**src/design/cbm_pkg.sv**
```systemverilog
// shared types and constants for the cartridge bank mapper with clock
// no dependencies; used by every module of the block by scoped names
`default_nettype none

package cbm_pkg;

  // sizes
  localparam int RAM_BANK_TOTAL = 4;
  localparam int RAM_BANK_BYTES = 8192;
  localparam int ROM_BANK_TOTAL = 128;
  localparam int RAM_DEPTH      = RAM_BANK_TOTAL * RAM_BANK_BYTES;
  localparam int RAM_ADDR_W     = $clog2(RAM_DEPTH);
  localparam int RAM_OFFS_W     = $clog2(RAM_BANK_BYTES);
  localparam int RAM_SEL_W      = (RAM_BANK_TOTAL > 1) ? $clog2(RAM_BANK_TOTAL) : 1;
  localparam int CNT_W          = 3;
  localparam int ROM_BANK_W     = 7;
  localparam int ROM_OFFS_W     = 14;
  localparam int ROM_ADDR_W     = 21;

  // request codes
  localparam logic [1:0] REQ_READ  = 2'd0;
  localparam logic [1:0] REQ_WRITE = 2'd1;
  localparam logic [1:0] REQ_TICK  = 2'd2;

  // bank / clock select codes
  localparam logic [7:0] SEL_RAM_LAST = 8'h03;
  localparam logic [7:0] SEL_SEC      = 8'h08;
  localparam logic [7:0] SEL_MIN      = 8'h09;
  localparam logic [7:0] SEL_HOUR     = 8'h0A;
  localparam logic [7:0] SEL_DAY_LO   = 8'h0B;
  localparam logic [7:0] SEL_DAY_HI   = 8'h0C;

  // control write values
  localparam logic [7:0] RAM_ENABLE_KEY  = 8'h0A;
  localparam logic [7:0] RAM_DISABLE_KEY = 8'h00;
  localparam logic [7:0] LATCH_ARM       = 8'h00;
  localparam logic [7:0] LATCH_FIRE      = 8'h01;
  localparam logic [7:0] BYTE_ALL_ONES   = 8'hFF;

  // address regions, by address bits 15:13
  localparam logic [2:0] REG_ENABLE = 3'd0;
  localparam logic [2:0] REG_ROMBNK = 3'd1;
  localparam logic [2:0] REG_SELECT = 3'd2;
  localparam logic [2:0] REG_LATCH  = 3'd3;
  localparam logic [2:0] REG_VIDEO  = 3'd4;
  localparam logic [2:0] REG_WINDOW = 3'd5;

  typedef struct packed {
    logic [1:0]  req_type;
    logic [15:0] address;
    logic [7:0]  write_data;
  } in_item_t;

  typedef struct packed {
    logic [7:0]            read_data;
    logic                  rom_read;
    logic [ROM_ADDR_W-1:0] rom_address;
    logic                  bad_address;
  } out_item_t;

  typedef struct packed {
    logic [7:0] sec;
    logic [7:0] min;
    logic [7:0] hour;
    logic [7:0] day_lo;
    logic [7:0] day_hi;
  } rtc_time_t;

  // requests from the decode to the clock unit
  typedef struct packed {
    logic       tick;
    logic       wr;
    logic       latch;
    logic [7:0] sel;
    logic [7:0] data;
  } rtc_ctl_t;

endpackage

`default_nettype wire

```
**src/design/cbm_rtc.sv**
```systemverilog
// real-time clock: live and latched copies, tick advance, writes, latch rule
// depends on cbm_pkg for the time and control structs
`default_nettype none

module cbm_rtc (
  input  wire logic              clk,
  input  wire logic              rst_n,
  input  wire cbm_pkg::rtc_ctl_t ctl,
  output cbm_pkg::rtc_time_t     rd_time
);

  cbm_pkg::rtc_time_t live_r, live_nxt;
  cbm_pkg::rtc_time_t lat_r, lat_nxt;
  cbm_pkg::rtc_time_t cur;
  cbm_pkg::rtc_time_t wr_time;
  logic [7:0]         last_r, last_nxt;
  logic               use_lat_r, use_lat_nxt;
  logic               sel_clk;

  // v mod 60: v = 4q + r, and 16 = 1 mod 15
  function automatic logic [7:0] mod60(input logic [7:0] v);
    logic [4:0] s;
    s = {3'b000, v[7:6]} + {1'b0, v[5:2]};
    if (s >= 5'd15) begin
      s = s - 5'd15;
    end
    return {2'b00, s[3:0], v[1:0]};
  endfunction

  // v mod 24: v = 8q + r, and 4 = 1 mod 3
  function automatic logic [7:0] mod24(input logic [7:0] v);
    logic [2:0] s;
    s = {2'b00, v[7]} + {1'b0, v[6:5]} + {1'b0, v[4:3]};
    if (s >= 3'd6) begin
      s = s - 3'd6;
    end else if (s >= 3'd3) begin
      s = s - 3'd3;
    end
    return {3'b000, s[1:0], v[2:0]};
  endfunction

  function automatic cbm_pkg::rtc_time_t advance(input cbm_pkg::rtc_time_t t);
    cbm_pkg::rtc_time_t n;
    n = t;
    n.sec = n.sec + 8'd1;
    if (n.sec >= 8'd60) begin
      n.sec = n.sec - 8'd60;
      n.min = n.min + 8'd1;
    end
    if (n.min >= 8'd60) begin
      n.min = n.min - 8'd60;
      n.hour = n.hour + 8'd1;
    end
    if (n.hour >= 8'd24) begin
      n.hour = n.hour - 8'd24;
      n.day_lo = n.day_lo + 8'd1;
      if (n.day_lo == 8'd0) begin
        if (n.day_hi[0]) begin
          n.day_hi = {1'b1, n.day_hi[6:1], 1'b0};
        end else begin
          n.day_hi = {n.day_hi[7:1], 1'b1};
        end
      end
    end
    return n;
  endfunction

  assign cur     = use_lat_r ? lat_r : live_r;
  assign rd_time = cur;
  assign sel_clk = (ctl.sel >= cbm_pkg::SEL_SEC) && (ctl.sel <= cbm_pkg::SEL_DAY_HI);

  always_comb begin
    wr_time = cur;
    unique case (ctl.sel)
      cbm_pkg::SEL_SEC:    wr_time.sec    = mod60(ctl.data);
      cbm_pkg::SEL_MIN:    wr_time.min    = mod60(ctl.data);
      cbm_pkg::SEL_HOUR:   wr_time.hour   = mod24(ctl.data);
      cbm_pkg::SEL_DAY_LO: wr_time.day_lo = ctl.data;
      cbm_pkg::SEL_DAY_HI: wr_time.day_hi = ctl.data;
      default:             wr_time        = cur;
    endcase
  end

  always_comb begin
    live_nxt    = live_r;
    lat_nxt     = lat_r;
    last_nxt    = last_r;
    use_lat_nxt = use_lat_r;
    if (ctl.tick && !live_r.day_hi[6]) begin
      live_nxt = advance(live_r);
    end
    if (ctl.wr) begin
      if (use_lat_r) begin
        lat_nxt = wr_time;
      end else begin
        live_nxt = wr_time;
      end
    end
    if (ctl.latch && sel_clk) begin
      if (last_r == cbm_pkg::LATCH_ARM && ctl.data == cbm_pkg::LATCH_FIRE) begin
        lat_nxt     = live_r;
        use_lat_nxt = 1'b1;
      end else begin
        last_nxt    = ctl.data;
        use_lat_nxt = 1'b0;
      end
    end
  end

  always_ff @(posedge clk) begin
    if (!rst_n) begin
      live_r    <= '0;
      lat_r     <= '0;
      last_r    <= cbm_pkg::BYTE_ALL_ONES;
      use_lat_r <= 1'b0;
    end else begin
      live_r    <= live_nxt;
      lat_r     <= lat_nxt;
      last_r    <= last_nxt;
      use_lat_r <= use_lat_nxt;
    end
  end

endmodule

`default_nettype wire

```
**config.mk**
```make
export PLATFORM = sky130hd
export DESIGN_NAME = cbm_rtc
export DESIGN_NICKNAME = d
export VERILOG_FILES = /design/src/design/cbm_pkg.sv /design/src/design/cbm_rtc.sv
export SDC_FILE = /design/constraint.sdc
export NUM_CORES = 1
export LEC_CHECK = 0
export ABC_AREA = 0
export BUFFER_PORTS_ARGS = -buffer_cell sky130_fd_sc_hd__buf_4
export CORE_ASPECT_RATIO = 1.5
export CORE_UTILIZATION = 54
export DETAILED_ROUTE_END_ITERATION = 16
export PLACE_DENSITY = 0.87
export SLEW_MARGIN = 10
export SYNTH_ARGS = -nofsm -noshare
export SYNTH_HDL_FRONTEND = slang
export SYNTH_SLANG_ARGS = --single-unit
```
**constraint.sdc**
```tcl
create_clock -name clk -period 3.46 [get_ports clk]
set_input_delay 0.692 -clock clk [delete_from_list [all_inputs] [get_ports clk]]
set_output_delay 0.692 -clock clk [all_outputs]
set_load 0.005 [all_outputs]
```
---- Word-level counts from Yosys, hierarchy flattened ----
Index checks and enable logic that the tools add are counted.
cells by class
  bitwise gates (word level) .............. 1
  mux-type cells .......................... 24
  eq/ne operators ......................... 6
  reduce and logical (&&, ||, !) cells .... 8
  $add $sub $neg .......................... 13
  order comparisons ....................... 8
operators by type and width
  operator               count
  $mux W40               8
  $mux W16               4
  $mux W8                7
  $eq A8 B4 Y1 const B   5
  $add A8 B1 Y8 const B  4
  $mux W24               1
  $ge A8 B6 Y1 const B   2
  $logic_not A8 Y1       2
  $sub A8 B6 Y8 const B  2
  $eq A8 B1 Y1 const B   1
  $ge A8 B4 Y1 const B   1
  $ge A8 B5 Y1 const B   1
  $le A8 B4 Y1 const B   1
  $sub A8 B5 Y8 const B  1
  $add A2 B4 Y5          1
  $ge A5 B4 Y1 const B   1
  $logic_and A1 B1 Y1    4
  $mux W2                2
  $mux W4                1
  $sub A2 B2 Y2 const B  2
  $sub A4 B4 Y4 const B  1
  $add A1 B2 Y3          1
  $add A3 B2 Y3          1
  $ge A3 B2 Y1 const B   1
  other kinds (5)        5
storage, ports and cells
  bits of input ports ..................... 21
  register bits after elaboration ......... 89

---- Longest topological paths before layout ----
  depth in word-level cells ............... 12
  gate-level depth with buffers ........... 18
  mapped depth without buffers ............ 16

---- Worst setup path before layout ----
No wires, ideal clock.
  path kind ............................... register -> register
  start point ............................. reg live_r[33] in the netlist's numbering
  end point ............................... reg live_r[20] in the netlist's numbering
  path slack .............................. -0.156 ns
  stages on the path, launching flop included .. 18
  data arrival time ....................... 3.488 ns
  period minus slack after synthesis ...... 3.616 ns
  required time ........................... 3.332 ns
  buffers on the path ..................... 1
  cell sequence ........................... dfxtp_1 -> ha_1 -> nand3_2 -> o32a_1 -> a21bo_4 -> nand2_1 -> and3_1 -> xnor2_1 -> ha_1 -> nand2_1 -> a211o_1 -> o221ai_1 -> buf_4 -> nand2_1 -> o21ai_0 -> o31ai_1 -> a2111oi_4 -> a211oi_2
on the way
  cells in the longest elaborated chain, start to end .. 12
ends and longest elaborated chain
  element                                        line                          RTL
  start, declared                                cbm_rtc.sv:12                 cbm_pkg::rtc_time_t live_r, live_nxt;
  start signal, assigned                         cbm_rtc.sv:117                live_r <= live_nxt;
  $add A8 B1 Y8 (*)                              cbm_rtc.sv:45                 n.sec = n.sec + 8'd1;
  $ge A8 B6 Y1 (*)                               cbm_rtc.sv:46                 if (n.sec >= 8'd60) begin
  $mux W16 (*)                                   cbm_rtc.sv:46
  $mux W16 (*)                                   cbm_rtc.sv:89                 if (ctl.tick && !live_r.day_hi[6]) begin
  $ge A8 B6 Y1 (*)                               cbm_rtc.sv:50                 if (n.min >= 8'd60) begin
  $mux W16 (*)                                   cbm_rtc.sv:50
  $mux W16 (*)                                   cbm_rtc.sv:89
  $sub A8 B5 Y8 or $ge A8 B5 Y1 (tied branches)  cbm_rtc.sv:55, cbm_rtc.sv:54
  $mux W24 (*)                                   cbm_rtc.sv:54                 if (n.hour >= 8'd24) begin
  $mux W40 (*)                                   cbm_rtc.sv:89
  $mux W40                                       cbm_rtc.sv:93                 if (use_lat_r) begin
  $mux W40 (*)                                   cbm_rtc.sv:92                 if (ctl.wr) begin
Mark *: on every way between the ends. The rest lies on a longest branch, timed or not. The select of a mux whose other input is x is not followed.
A chain may end at the register's enable or synchronous reset.

---- Final worst setup path ----
  start point ............................. reg live_r[32] in the netlist's numbering
  end point ............................... reg live_r[9] in the netlist's numbering
on the way
  cells in the longest elaborated chain, start to end .. 12
ends and longest elaborated chain
  element            line
  $add A8 B1 Y8 (*)  cbm_rtc.sv:45
  $ge A8 B6 Y1 (*)   cbm_rtc.sv:46
  $mux W16 (*)       cbm_rtc.sv:46
  $mux W16 (*)       cbm_rtc.sv:89
  $ge A8 B6 Y1 (*)   cbm_rtc.sv:50
  $mux W16 (*)       cbm_rtc.sv:50
  $mux W16 (*)       cbm_rtc.sv:89
  $ge A8 B5 Y1 (*)   cbm_rtc.sv:54
  $mux W24 (*)       cbm_rtc.sv:54
  $mux W40 (*)       cbm_rtc.sv:89
  $mux W40           cbm_rtc.sv:93
  $mux W40 (*)       cbm_rtc.sv:92
Marked as above.

==> metrics <==
mean number of vias per cell roughly 6.4; most frequent cells in the layout 109 x buf_4, 105 x nand2_1, 85 x dfxtp_1; Netlist cell types 74; register area share after synthesis 0.2923; flop and latch count out of synthesis 89; Crit Path Class reg -> reg; RSZ-0062 raised after global routing true; maximum root-to-sink buffer count 2; hpwl dp 12280 um; ratio of cells with drive above 1 in the final layout 0.2462; final setup vio count 14; via count 6337; initial core utilization 0.5543; Hold Path Origin lat_r[21]; max-cap check violation count 0; mean post-synth cell area 7.866 um^2; clk_skew 7.510 ps; final setup margin -163.4 ps; status complete, but fails checks; Avg WL per Cell about 19 um; power consumption 0.002363 W; Clock Sinks 89; Leak Pwr 2.882 nW; Max VDD drop 252.2 uV; hold slack 464.0 ps; Arrival @ worst endpoint 3890 ps; IO Pins 61; HP Class reg -> reg; die area 0.01173 mm^2; power per cell area 325.4 mW/mm^2; reg-to-reg startpoint live_r[32]; root buf cell clkbuf_16; Syn-to-layout area delta 19.11%; total gr overflow 0; Pre-antenna DRT Iters 5; Peak Freq 276.0 MHz; Critical Path Start live_r[32]; Worst-Margin Slew 1266 ps; std cell rows 47; dpl ws -74.89 ps; gpl congestion 0.9043; critical path required time 3730 ps; Util after Layout 0.6603; predominant post-synthesis flop cell dfxtp_1; hold buffers post-CTS 0; nets@finish 875; global-route wire length before repair 29300 um; failing checks negative setup slack; Residual DRC 0; fraction of registers with async set/reset 0; Slew Limit Fails 0; die height 132.1 um; most common cell after layout, fill and taps aside buf_4; H-tree depth 3; CP startpoint kind flop; Core Area 0.01100 mm^2; Tmin final 3623 ps; CTS clk-pin slew, worst paths 70 ps; Ant. Diodes 0; initial antenna violation count 0; Antenna Nets Post-Route 0; CTS tree built; final WL 18490 um; DRT iter0 DRCs 611; Num CTS Buffers 9; cells after synthesis 775; total negative setup slack -1330 ps; Post-Syn Area 0.006096 mm^2; Worst-Skew Late Latency 350 ps; EDFF count, synth 0; Die Span X between 80 and 90 um; Syn Nets just over 800; part of the cycle the worst path needs 1.047; port buffer count 60; largest net degree at the start of global routing 63; CP Max Fanout 8; All-Layer GR Usage 0.3199; Final Hold Vio Count 0; nature of the critical path endpoint flop; yosys warns 0; Relative slew margins 0.1562; number of global-route vias before repair between 6000 and 7000
## stage by stage
step                      instance area [um^2]  std cells
final                                     7261        992
after global routing                      7261        992
after CTS                                 7152        984
after detailed placement                  6780        962
after global placement                    6780        962
after floorplan                           6117        775
## power by group
group / internal (W) / leakage, nW / switching (W) / total (W)
Combinational: 0.000149 / 2.02 / 0.000194 / 0.000343
Clock: 0.000522 / 0.134 / 0.000418 / 0.000940
Sequential: 0.00104 / 0.724 / 0.0000348 / 0.00108
Total: 0.00172 / 2.88 / 0.000647 / 0.00236
## cell type report
type / count / area [um^2]
inverter: 19 / 71.32
timing repair buffer: 114 / 883.3
multi-input combinational: 608 / 4051
clock inverter: 4 / 28.78
clock buffer: 11 / 252.7
sequential: 89 / 1789
fill: 894 / 3736
tap: 147 / 183.9
## synth_stat cells (3+ instances only)
master	instances	area (um^2)
mux2_2	41	461.7
nor2_1	85	319.1
nand4_1	7	43.79
and2_1	4	25.02
a221oi_1	4	35.03
xnor2_1	34	297.8
a311oi_1	7	61.31
and3_1	7	43.79
o21ai_0	36	180.2
buf_6	3	33.78
a31oi_1	4	25.02
inv_1	19	71.32
dfxtp_1	89	1782
a21o_1	3	22.52
o221ai_1	3	26.28
nor3_1	8	40.04
nand3b_1	4	30.03
buf_2	5	25.02
nor4_1	6	37.54
buf_4	3	22.52
a211oi_1	30	225.2
xor2_1	4	35.03
nand2_1	108	405.4
o211ai_1	22	165.2
a21oi_1	48	240.2
mux2i_1	28	280.3
fa_1	3	60.06
nand2b_1	5	31.28
nand3_1	35	175.2
nor2b_1	8	50.05
o22ai_1	3	18.77
ha_1	10	125.1
or2_2	4	25.02
clkbuf_1	43	161.4
or3_1	4	25.02
## flip-flops by register name, summed over array words and instances (netlist names)
name and cells:
last_r 8, lat_r 40, use_lat_r 1, live_r 40
## cell families after synthesis
family,Yosys count,share of synthesized area
multiplexers,70,0.1254
AND/OR/NAND/NOR,301,0.2301
flip-flops,89,0.2923
AO/OA/AOI/OAI,185,0.2079
buffers and inverters,78,0.05768
XOR/XNOR,38,0.05460
adder cells (fa/ha/maj),14,0.03202
## routing by layer
| metal | global-route usage | vias to the layer above | part of all wire |
|---|---|---|---|
| met1 | 0.3803 | 2988 | 0.38 |
| met5 | 0 | - | 0 |
| met2 | 0.5192 | 345 | 0.49 |
| met4 | 0.2061 | 0 | 0.058 |
| met3 | 0.05573 | 110 | 0.074 |
| li1 | - | 2894 | - |
## critical path, cell delays in order (launching register included)
cell      delay [ps]
dfxtp_4          360
ha_4             170
or3b_1           340
o32a_1           210
a21bo_4          250
nand2_4           80
and3_4           210
xnor2_2          110
ha_2             200
nand2_1           50
a211o_1          270
o221a_4          160
mux2i_4          200
a21oi_4          320
buf_4            180
buf_6             90
o211ai_1         120
a31oi_1          200
## timing repair
action	4_1_cts	5_1_grt
setup buffers	7	9
gates cloned	0	0
pin swaps	0	18
endpoints found under the setup margin	9	19
resized for setup	10	11
## worst paths after layout
check                    to  slack, ps  cells after the start
setup / recovery  live_r[9]       -160                     17
hold / removal    lat_r[21]        460                      2
setup reg to reg  live_r[9]       -160                     17
hold reg to reg   lat_r[21]        460                      2
No activity file was read; power rests on OpenSTA's default activity.
